==> src/sv/mmdc_pkg.sv <==
// ----------------------------------------------------------------------------
// mmdc_pkg
// Shared types and constants for the motor mode drive controller.
// ----------------------------------------------------------------------------
package mmdc_pkg;

  // Drive mode, advanced by a debounced button press
  typedef enum logic [2:0] {
    MODE_STOP    = 3'd0,
    MODE_FORWARD = 3'd1,
    MODE_REVERSE = 3'd2,
    MODE_LEFT    = 3'd3,
    MODE_RIGHT   = 3'd4
  } mode_t;

  // Configuration register indexes
  localparam logic [1:0] CFG_DEBOUNCE_TICKS  = 2'd0;
  localparam logic [1:0] CFG_LIGHT_INVERT    = 2'd1;
  localparam logic [1:0] CFG_MOTOR_TWO_INV   = 2'd2;
  localparam logic [1:0] CFG_BUTTON_ACTIVE   = 2'd3;

  localparam int unsigned CFG_DATA_W = 16;
  localparam int unsigned TICK_W     = 32;

  // H-bridge input levels for both motors
  typedef struct packed {
    logic m1_fwd;
    logic m1_rev;
    logic m2_fwd;
    logic m2_rev;
  } bridge_t;

endpackage

==> src/sv/mmdc_duty_scale.sv <==
// ----------------------------------------------------------------------------
// mmdc_duty_scale
// Scales a light sample to PWM duty: floor(s * DutyMax / SampleMax).
// ----------------------------------------------------------------------------
module mmdc_duty_scale #(
  parameter int SAMPLE_BITS = 12,
  parameter int DUTY_BITS   = 10
) (
  input  logic [SAMPLE_BITS-1:0] sample,
  input  logic                   invert,
  input  logic                   enable,
  output logic [DUTY_BITS-1:0]   duty
);

  localparam int PW = SAMPLE_BITS + DUTY_BITS;
  localparam logic [PW-1:0] SampleMax = PW'((1 << SAMPLE_BITS) - 1);
  localparam logic [PW-1:0] DutyMax   = PW'((1 << DUTY_BITS) - 1);
  // enough end-around folds for any width pair in range to leave r < 2*SampleMax
  localparam int NumFolds = 4;

  logic [SAMPLE_BITS-1:0] s;
  logic [PW-1:0]          prod;
  logic [PW-1:0]          r;
  logic [PW-1:0]          q;

  assign s    = invert ? (SampleMax[SAMPLE_BITS-1:0] - sample) : sample;
  assign prod = PW'(s) * DutyMax;

  // divide by 2^S - 1: p = a*2^S + b = a*(2^S - 1) + (a + b), fold the remainder
  always_comb begin
    r = prod;
    q = '0;
    for (int i = 0; i < NumFolds; i++) begin
      q = q + (r >> SAMPLE_BITS);
      r = (r >> SAMPLE_BITS) + (r & SampleMax);
    end
    if (r >= SampleMax) begin
      q = q + PW'(1);
    end
    duty = enable ? q[DUTY_BITS-1:0] : '0;
  end

endmodule

==> src/sv/mmdc_bridge_map.sv <==
// ----------------------------------------------------------------------------
// mmdc_bridge_map
// Maps drive mode to H-bridge input levels, with optional second motor swap.
// ----------------------------------------------------------------------------
module mmdc_bridge_map
  import mmdc_pkg::*;
(
  input  mode_t   mode,
  input  logic    m2_invert,
  output bridge_t bridge
);

  logic m2_fwd_raw;
  logic m2_rev_raw;

  always_comb begin
    bridge.m1_fwd = 1'b0;
    bridge.m1_rev = 1'b0;
    m2_fwd_raw    = 1'b0;
    m2_rev_raw    = 1'b0;
    case (mode)
      MODE_FORWARD: begin
        bridge.m1_fwd = 1'b1;
        m2_fwd_raw    = 1'b1;
      end
      MODE_REVERSE: begin
        bridge.m1_rev = 1'b1;
        m2_rev_raw    = 1'b1;
      end
      MODE_LEFT: begin
        bridge.m1_rev = 1'b1;
        m2_fwd_raw    = 1'b1;
      end
      MODE_RIGHT: begin
        bridge.m1_fwd = 1'b1;
        m2_rev_raw    = 1'b1;
      end
      default: begin
      end
    endcase
    // reversing a motor swaps its bridge inputs; stopped stays both low
    bridge.m2_fwd = m2_invert ? m2_rev_raw : m2_fwd_raw;
    bridge.m2_rev = m2_invert ? m2_fwd_raw : m2_rev_raw;
  end

endmodule

==> src/sv/motor_mode_drive_controller_top.sv <==
// ----------------------------------------------------------------------------
// motor_mode_drive_controller_top
// Debounced button mode cycler with two-motor H-bridge drive and PWM duty.
// ----------------------------------------------------------------------------
// Takes one poll word per clock while in_stall is low and returns one result
// word per poll. Mode, debounce state and duty are computed in a single
// combinational pass from the poll and the state registers, then written to
// the output register; a one-word skid register behind it lets a poll be
// accepted while a result is still stalled. in_stall rises only when both
// are full. Sustained rate is one poll per cycle while out_stall is low.
// ----------------------------------------------------------------------------
module motor_mode_drive_controller_top
  import mmdc_pkg::*;
#(
  parameter int DUTY_BITS   = 10,
  parameter int SAMPLE_BITS = 12
) (
  input  logic                   clk,
  input  logic                   rst_n,
  // configuration
  input  logic                   cfg_we,
  input  logic [1:0]             cfg_addr,
  input  logic [CFG_DATA_W-1:0]  cfg_wdata,
  // poll input
  input  logic                   in_valid,
  output logic                   in_stall,
  input  logic [SAMPLE_BITS-1:0] in_light_sample,
  input  logic                   in_obstacle_level,
  input  logic                   in_button_level,
  input  logic [TICK_W-1:0]      in_now_tick,
  // result output
  output logic                   out_valid,
  input  logic                   out_stall,
  output logic [2:0]             out_drive_mode,
  output logic                   out_motor_one_fwd,
  output logic                   out_motor_one_rev,
  output logic                   out_motor_two_fwd,
  output logic                   out_motor_two_rev,
  output logic [DUTY_BITS-1:0]   out_pwm_duty
);

  // configuration registers
  logic [CFG_DATA_W-1:0] debounce_ticks_r;
  logic                  light_invert_r;
  logic                  m2_invert_r;
  logic                  button_active_r;

  // debounce and mode state
  mode_t             mode_r, mode_nxt;
  logic              last_raw_r, last_raw_nxt;
  logic              stable_r, stable_nxt;
  logic [TICK_W-1:0] last_change_r, last_change_nxt;
  logic [TICK_W-1:0] held_ticks;

  // output register and skid
  logic                 out_valid_r, out_valid_nxt;
  logic                 skid_valid_r, skid_valid_nxt;
  mode_t                out_mode_r, skid_mode_r;
  bridge_t              out_bridge_r, skid_bridge_r;
  logic [DUTY_BITS-1:0] out_duty_r, skid_duty_r;

  logic                 in_acc;
  logic                 out_take;
  logic                 out_load;
  bridge_t              res_bridge;
  logic [DUTY_BITS-1:0] res_duty;
  logic                 res_active;

  assign in_stall = skid_valid_r;
  assign in_acc   = in_valid && !in_stall;
  assign out_take = out_valid_r && !out_stall;
  assign out_load = !out_valid_r || out_take;

  always_ff @(posedge clk) begin
    if (!rst_n) begin
      debounce_ticks_r <= CFG_DATA_W'(40);
      light_invert_r   <= 1'b0;
      m2_invert_r      <= 1'b1;
      button_active_r  <= 1'b1;
    end else if (cfg_we) begin
      case (cfg_addr)
        CFG_DEBOUNCE_TICKS: debounce_ticks_r <= cfg_wdata;
        CFG_LIGHT_INVERT:   light_invert_r   <= cfg_wdata[0];
        CFG_MOTOR_TWO_INV:  m2_invert_r      <= cfg_wdata[0];
        CFG_BUTTON_ACTIVE:  button_active_r  <= cfg_wdata[0];
        default: begin
        end
      endcase
    end
  end

  // mode state register
  always_ff @(posedge clk) begin
    if (!rst_n) begin
      mode_r        <= MODE_STOP;
      last_raw_r    <= 1'b0;
      stable_r      <= 1'b0;
      last_change_r <= '0;
    end else if (in_acc) begin
      mode_r        <= mode_nxt;
      last_raw_r    <= last_raw_nxt;
      stable_r      <= stable_nxt;
      last_change_r <= last_change_nxt;
    end
  end

  // debounce and mode advance
  always_comb begin
    mode_nxt        = mode_r;
    last_raw_nxt    = last_raw_r;
    stable_nxt      = stable_r;
    last_change_nxt = last_change_r;
    held_ticks      = '0;
    if (!in_obstacle_level) begin
      mode_nxt = MODE_STOP;
    end else begin
      if (in_button_level != last_raw_r) begin
        last_change_nxt = in_now_tick;
        last_raw_nxt    = in_button_level;
      end
      held_ticks = in_now_tick - last_change_nxt;
      if (held_ticks >= TICK_W'(debounce_ticks_r) && in_button_level != stable_r) begin
        stable_nxt = in_button_level;
        if (in_button_level == button_active_r) begin
          case (mode_r)
            MODE_STOP:    mode_nxt = MODE_FORWARD;
            MODE_FORWARD: mode_nxt = MODE_REVERSE;
            MODE_REVERSE: mode_nxt = MODE_LEFT;
            MODE_LEFT:    mode_nxt = MODE_RIGHT;
            default:      mode_nxt = MODE_STOP;
          endcase
        end
      end
    end
  end

  assign res_active = (mode_nxt == MODE_FORWARD) || (mode_nxt == MODE_REVERSE) ||
                      (mode_nxt == MODE_LEFT) || (mode_nxt == MODE_RIGHT);

  mmdc_bridge_map u_bridge (
    .mode      (mode_nxt),
    .m2_invert (m2_invert_r),
    .bridge    (res_bridge)
  );

  mmdc_duty_scale #(
    .SAMPLE_BITS (SAMPLE_BITS),
    .DUTY_BITS   (DUTY_BITS)
  ) u_duty (
    .sample (in_light_sample),
    .invert (light_invert_r),
    .enable (res_active),
    .duty   (res_duty)
  );

  // output word and skid word valid flags
  always_comb begin
    out_valid_nxt  = out_valid_r;
    skid_valid_nxt = skid_valid_r;
    if (out_load) begin
      out_valid_nxt  = skid_valid_r || in_acc;
      skid_valid_nxt = 1'b0;
    end else if (in_acc) begin
      skid_valid_nxt = 1'b1;
    end
  end

  always_ff @(posedge clk) begin
    if (!rst_n) begin
      out_valid_r  <= 1'b0;
      skid_valid_r <= 1'b0;
    end else begin
      out_valid_r  <= out_valid_nxt;
      skid_valid_r <= skid_valid_nxt;
    end
  end

  always_ff @(posedge clk) begin
    if (out_load) begin
      if (skid_valid_r) begin
        out_mode_r   <= skid_mode_r;
        out_bridge_r <= skid_bridge_r;
        out_duty_r   <= skid_duty_r;
      end else if (in_acc) begin
        out_mode_r   <= mode_nxt;
        out_bridge_r <= res_bridge;
        out_duty_r   <= res_duty;
      end
    end else if (in_acc) begin
      skid_mode_r   <= mode_nxt;
      skid_bridge_r <= res_bridge;
      skid_duty_r   <= res_duty;
    end
  end

  assign out_valid         = out_valid_r;
  assign out_drive_mode    = out_mode_r;
  assign out_motor_one_fwd = out_bridge_r.m1_fwd;
  assign out_motor_one_rev = out_bridge_r.m1_rev;
  assign out_motor_two_fwd = out_bridge_r.m2_fwd;
  assign out_motor_two_rev = out_bridge_r.m2_rev;
  assign out_pwm_duty      = out_duty_r;

  // skid word only exists behind a held output word
  a_skid_behind_out : assert property (@(posedge clk) disable iff (!rst_n)
    skid_valid_r |-> out_valid_r)
    else $error("skid word valid without output word");

  // an obstacle poll forces stop
  a_obstacle_stop : assert property (@(posedge clk) disable iff (!rst_n)
    (in_acc && !in_obstacle_level) |=> (mode_r == MODE_STOP))
    else $error("obstacle did not force stop");

  // a stop result drives nothing
  a_stop_idle : assert property (@(posedge clk) disable iff (!rst_n)
    (out_valid_r && out_mode_r == MODE_STOP) |->
      (out_duty_r == '0 && out_bridge_r == '0))
    else $error("stop result with drive active");

endmodule

==> config.mk <==
export PLATFORM = sky130hd
export DESIGN_NAME = motor_mode_drive_controller_top
export DESIGN_NICKNAME = d
export VERILOG_FILES = /design/src/sv/mmdc_pkg.sv /design/src/sv/mmdc_duty_scale.sv /design/src/sv/mmdc_bridge_map.sv /design/src/sv/motor_mode_drive_controller_top.sv
export SDC_FILE = /design/constraint.sdc
export NUM_CORES = 1
export LEC_CHECK = 0
export BUFFER_PORTS_ARGS = -buffer_cell sky130_fd_sc_hd__buf_2
export CORE_ASPECT_RATIO = 0.7
export CORE_MARGIN = 4
export CORE_UTILIZATION = 60
export DETAILED_ROUTE_END_ITERATION = 6
export MAX_ROUTING_LAYER = met4
export PLACE_DENSITY = 0.86
export SYNTH_ARGS = -nofsm -noshare
export SYNTH_HDL_FRONTEND = slang
export SYNTH_SLANG_ARGS = --single-unit
export TNS_END_PERCENT = 50
==> constraint.sdc <==
create_clock -name clk -period 16.84 [get_ports clk]
set_clock_uncertainty 0.15 [all_clocks]
set_input_delay 3.368 -clock clk [delete_from_list [all_inputs] [get_ports clk]]
set_output_delay 3.368 -clock clk [all_outputs]
set_load 0.02 [all_outputs]
### Yosys cells after proc, flatten, opt, wreduce, memory -nomap -nowiden

Cells that the tools add are included.

| cells by class | value |
|---|---|
| add/subtract/negate cells | 10 |
| $mul | 1 |
| div/mod/pow operators | 0 |
| $lt $le $gt $ge | 2 |
| equality and inequality tests | 13 |
| shift-type cells | 0 |
| mux-type cells | 21 |
| bitwise logic cells | 2 |
| reduce and logical (&&, ||, !) cells | 28 |

Operators by type and width:

| operator | number |
|---|---|
| $mux 32 | 2 |
| $mux 10 | 4 |
| $add 10x12->13 | 3 |
| $ge 32x16->1 | 1 |
| $sub 32x32->32 | 1 |
| $add 10x1->10 | 3 |
| $mul 12x10->22 const B | 1 |
| $mux 3 | 5 |
| $reduce_and 2->1 | 7 |
| $add 1x12->13 | 1 |
| $ge 13x12->1 const B | 1 |
| $eq 3x2->1 const B | 4 |
| $mux 12 | 1 |
| $pmux 3 s4 | 1 |
| $sub 12x12->12 const A | 1 |
| $add 10x1->10 const B | 1 |
| $reduce_or 2->1 | 5 |
| $mux 4 | 2 |
| $eq 3x1->1 const B | 2 |
| $mux 1 | 6 |
| $reduce_and 3->1 | 2 |
| $logic_or 1x1->1 | 5 |
| $eq 2x2->1 const B | 2 |
| $eq 3x3->1 const B | 1 |
| other kinds (9) | 15 |

| storage, ports and cells | value |
|---|---|
| bits in registers | 92 |
| bits in latches | 0 |
| bits in writable memories | 0 |
| ROM bits | 0 |
| bits of input ports | 69 |
| output and inout port bits | 19 |
| logic and storage cells | 99 |
| memories kept | 0 |

### Longest topological paths before layout

| depth | value |
|---|---|
| depth in word-level cells | 15 |
| gate-level depth with buffers | 55 |

### Cells and area by module

Synthesis repeated with hierarchy kept, for this count alone.

| second synthesis, totals | value |
|---|---|
| cells, all modules | 1364 |
| area total of the unflattened synthesis | 11360.9 µm² |

By module, submodules not included:

| module | instances | cells each | area each (µm²) |
|---|---|---|---|
| motor_mode_drive_controller_top | 1 | 772 | 6523.8 |
| mmdc_duty_scale | 1 | 583 | 4768.3 |
| mmdc_bridge_map | 1 | 9 | 68.8 |

### Least setup slack after synthesis

No wires, ideal clock.

| timing path | value |
|---|---|
| path type | input to register |
| start point | input in_light_sample[5] |
| end point | register out_duty_r[9], in the netlist out_pwm_duty[9] (data pin) |
| library setup time | 0.268 ns |
| arrival | 15.413 ns |
| required time | 16.422 ns |
| slack | 1.010 ns |
| stages | 54 |
| buffers on the path | 3 |
| path through | clkbuf_1 xor2_1 ha_1 a211o_1 fa_1 inv_1 fa_1 inv_1 fa_1 inv_1 fa_1 inv_1 ha_1 a21oi_1 o211ai_1 nand2_1 o21a_1 o21ai_0 [... 18 more ...] ha_1 ha_1 clkbuf_1 o211a_1 o211a_1 nand3_1 fa_1 inv_1 ha_1 fa_1 xnor2_1 o2111ai_1 a2111oi_4 o221a_1 o221ai_1 o31ai_2 xnor2_1 o21ai_1 |

| between the ends | value |
|---|---|
| word-level cells in the longest chain between the ends | 12 |
| elaborated cells between the ends (all ways) | 16 |
| those cells by class | add/sub (9); mul (1); order compare (1); mux (5) |

RTL lines:

| element | line | text |
|---|---|---|
| start, declared | motor_mode_drive_controller_top.sv:27 | `input logic [SAMPLE_BITS-1:0] in_light_sample,` |
| $sub 12x12->12 | mmdc_duty_scale.sv:26 | `assign s = invert ? (SampleMax[SAMPLE_BITS-1:0] - sample) : sample;` |
| $mux 12 (*) | mmdc_duty_scale.sv:26 |  |
| $mul 12x10->22 (*) | mmdc_duty_scale.sv:27 | `assign prod = PW'(s) * DutyMax;` |
| $add 10x12->13 | mmdc_duty_scale.sv:35 | `r = (r >> SAMPLE_BITS) + (r & SampleMax);` |
| $add 10x12->13 or $add 10x1->10 (tied branches) (2 in a row) | mmdc_duty_scale.sv:35, mmdc_duty_scale.sv:34 |  |
| $add 1x12->13 or $add 10x1->10 (tied branches) | mmdc_duty_scale.sv:35, mmdc_duty_scale.sv:34 |  |
| $ge 13x12->1 or $add 10x1->10 (tied branches) | mmdc_duty_scale.sv:37, mmdc_duty_scale.sv:38 |  |
| $mux 10 (*) | mmdc_duty_scale.sv:37 | `if (r >= SampleMax) begin` |
| $mux 10 (*) | mmdc_duty_scale.sv:40 | `duty = enable ? q[DUTY_BITS-1:0] : '0;` |
| $mux 10 (*) | motor_mode_drive_controller_top.sv:184 | `end else if (in_acc) begin` |
| $mux 10 (*) | motor_mode_drive_controller_top.sv:180 | `if (skid_valid_r) begin` |
| end signal, assigned | motor_mode_drive_controller_top.sv:183 | `out_duty_r <= skid_duty_r;` |
| end signal, assigned | motor_mode_drive_controller_top.sv:187 | `out_duty_r <= res_duty;` |
| end, declared | motor_mode_drive_controller_top.sv:60 | `logic [DUTY_BITS-1:0] out_duty_r, skid_duty_r;` |

Mark *: on every way between the ends. The rest lies on a longest branch, timed or not. The select of a mux whose other input is x is not followed.
A chain may end at the register's enable or synchronous reset.

### Worst setup path after layout

| timing path | value |
|---|---|
| start point | input in_light_sample[9] |
| end point | register out_duty_r[9], in the netlist out_pwm_duty[9] (data pin) |

Same word-level chain as after synthesis.

==> summary.md <==
| Metric | Value |
|---|---|
| Initial Utilization | `0.619` |
| Finish-stage setup viols | `0` |
| First-pass GRT wire length | `approximately 52000 um` |
| Final worst path period share | `0.949` |
| Skew-Pair Late Insertion Delay | `around 350 ps` |
| DRC | `0` |
| Via count of the first global-routing pass | `slightly below 10000` |
| Most frequent cells in the layout | `nand2_1 (190), inv_1 (127), ha_1 (124)` |
| Status | `finished clean` |
| Sequential area share after synthesis | `0.184` |
| H-tree Lvls | `3` |
| Mapped Area | `approximately 0.012 sq mm` |
| Synth cell types | `between 100 and 150` |
| Min Clock Period, post-route | `15990 ps` |
| Fin. Hold Viols | `0` |
| Wirelength per Cell | `19.0 um` |
| Setup TNS Final | `0 ps` |
| Placed Area | `approximately 0.013 sq mm` |
| Synth Register Bits | `92` |
| RSZ-0062 raised after global routing | `false` |
| TritonRoute pass-1 iters | `6` |
| Total CTS buffers | `9` |
| Port bufs | `87` |
| Vias | `11100` |
| RD Place Congestion | `1.03` |
| Hold path depth | `2` |
| Area grow syn2layout | `8.17%` |
| WP data required | `about 17000 ps` |
| Total setup buffers inserted after CTS | `0` |
| Die area | `between 0.02 and 0.025 sq mm` |
| Max incr delay on CP | `570 ps` |
| DRT iter0 DRCs | `around 1400` |
| Gr ovfl total | `0` |
| # IOs | `a little under 90` |
| Pin count of the biggest net entering global routing | `59` |
| GR Util All Layers | `0.296` |
| Worst min path class | `reg2reg` |
| Final cell count without fillers | `approximately 1700` |
| Design Area, Final | `roughly 0.013 sq mm` |
| Max_cap viols | `0` |
| Routed WL | `around 33000 um` |
| Origin of the critical flop-to-flop path | `light_invert_r` |
| CTS tree | `built` |
| Async S/R FF share, synth | `0` |
| Placed Cells incl. Taps | `approximately 1700` |
| Chip Width | `around 180 um` |
| Most common library cell in the layout ignoring fill and taps | `nand2_1` |
| Startpoint types | `input pin` |
| Mapped Nets | `between 1500 and 2000` |
| Core Region | `between 0.015 and 0.02 sq mm` |
| Reg2Reg Depth | `roughly 50` |
| Clock slew at reported path FFs | `80 ps` |
| Most frequent CP cell | `fa_1` |
| Max frequency | `approximately 0.063 GHz` |
| Vias/cell | `6.36` |
| Hold Crit Endpoint | `last_change_r[22]` |
| Cell depth of the worst setup path | `51` |
| Crit path kind | `in2reg` |
| Setup crit end kind | `flop` |
| Worst-path fanout max | `7` |
| Post-synth EDFFs | `34` |
| Reg2reg setup slack | `between 3000 and 4000 ps` |
| Die Y | `~130 um` |
| Fin. max-slew vios | `0` |
| Layout cells sized above 1 | `0.128` |
| Post-DP HPWL | `26400 um` |
| Pre-CTS setup slack | `between 500 and 600 ps` |
| Worst path slowest cell | `fa_1` |
| CTS Buffer Depth | `2` |
| Yosys warns | `0` |
| R2r endpoint | `out_pwm_duty[9]` |
| Clk sinks | `92` |
| Critical path arrival | `about 16000 ps` |
| Mean Syn Cell Area | `approximately 8.4 sq um` |
| Delay-heaviest family, CP | `adder cells` |
| Initial antenna violation count | `1` |
| Hold_sp | `last_change_r[22]` |
| Final #Nets | `between 1500 and 2000` |
| Primary FF master, synth | `dfxtp_1` |
| Final worst setup slack | `855 ps` |
| Mapped Cells | `around 1400` |
| Rel. slew slack | `0.228` |
| Row count | `42` |
| Critical path buffer and inverter count | `10` |
| Fillers | `between 1500 and 2000` |
| Slew @ Worst Pin | `approximately 1200 ps` |
| Post-route antenna net violation count | `0` |
| Root buffer cell | `clkbuf_16` |
metrics by stage:
stage / utilization / hold slack (ps)
after CTS: 0.668 / 322
final: 0.669 / 318
after global routing: 0.669 / 336
after floorplan: - / 291
after detailed placement: 0.653 / 311
after global placement: 0.653 / 301
synth_stat cells, drive strengths merged (5+ instances only):
cell,number,area share
nor2b,13,0.0069
and3,18,0.0095
o211ai,17,0.011
o22ai,5,0.0037
o21ai,65,0.028
a22oi,5,0.0032
nand2b,12,0.0063
a211oi,19,0.014
nand4,26,0.016
a21oi,75,0.032
a21boi,55,0.035
nor4,12,0.0079
xor2,37,0.029
a211o,8,0.0059
o21a,17,0.011
or2,9,0.0047
fa,55,0.093
clkbuf,46,0.015
mux2i,48,0.040
xnor2,49,0.038
a31oi,10,0.0053
inv,128,0.040
o2111ai,7,0.0052
o31a,7,0.0052
nor3b,7,0.0044
nor2,75,0.025
ha,124,0.13
mux2,8,0.0076
a2111oi,5,0.0058
nor3,38,0.019
edfxtp,34,0.086
a21o,19,0.012
buf,11,0.0060
o31ai,6,0.0046
nand2,191,0.061
nand3,25,0.011
and2,9,0.0050
dfxtp,58,0.098
worst reg2reg max path: cells and delay by family, from the launching register on:
kind / cells / cell delay, ps
AO/OA/AOI/OAI: 15 / 3120
XOR/XNOR: 4 / 1020
adder cells (fa/ha/maj): 14 / 5560
buffers and inverters: 10 / 1240
flip-flops: 1 / 320
AND/OR/NAND/NOR: 8 / 1870
registers in the layout, indices dropped and copies added, names as in the netlist:
signal             count
last_change_r         32
debounce_ticks_r      16
out_pwm_duty          10
skid_duty_r           10
skid_bridge_r          4
mode_r                 3
out_drive_mode         3
skid_mode_r            3
button_active_r        1
in_stall               1
last_raw_r             1
light_invert_r         1
m2_invert_r            1
out_motor_one_fwd      1
out_motor_one_rev      1
out_motor_two_fwd      1
out_motor_two_rev      1
out_valid              1
stable_r               1
how the worst max path moves through the flow:
stage                       start  slack, ps               to
2_1_floorplan  in_light_sample[5]       1010  out_pwm_duty[9]
3_3_place_gp   in_light_sample[9]        910  out_pwm_duty[9]
3_5_place_dp   in_light_sample[9]        550  out_pwm_duty[9]
4_1_cts        in_light_sample[9]        890  out_pwm_duty[9]
5_1_grt        in_light_sample[9]        100  out_pwm_duty[9]
6_report       in_light_sample[9]        850  out_pwm_duty[9]
kinds of logic (layout without fill, tap and decap cells):
| logic type | Yosys count | count (layout) | share of synthesized area |
|---|---|---|---|
| xor gates and xnor gates | 89 | 89 | 0.0726 |
| muxes | 56 | 56 | 0.0481 |
| other | 0 | 1 | 0 |
| adders and majority gates | 181 | 181 | 0.225 |
| AOI/OAI and AO/OA | 359 | 359 | 0.215 |
| buffers and inverters | 186 | 245 | 0.0616 |
| DFF | 92 | 92 | 0.184 |
| and+or+nand+nor | 456 | 456 | 0.193 |
cell type report:
class	count	area [sq um]	share of cell area
antenna	1	2.50	0.000195
clock buffer	9	225	0.0175
clock inverter	7	80.1	0.00624
inverter	129	484	0.0377
multi-input combinational	1141	9000	0.701
sequential	92	2180	0.170
tap	264	330	0.0257
timing repair buffer	100	533	0.0415
per-layer routing:
| layer | track usage | vias to the layer above | wire (um) |
|---|---|---|---|
| met5 | - | - | 0 |
| met4 | 0.0302 | 0 | 251 |
| met3 | 0.0893 | 44 | 4390 |
| met2 | 0.390 | 632 | 13100 |
| met1 | 0.457 | 5244 | 15400 |
| li1 | - | 5165 | - |
what timing repair did:
item / in CTS / in global routing
hold buffers: 0 / 0
gates resized for setup: 0 / 2
endpoints found under the setup margin: 0 / 2
Power is not shown: default switching activity piles up to over one toggle a cycle in this logic, so the estimate is an artifact.
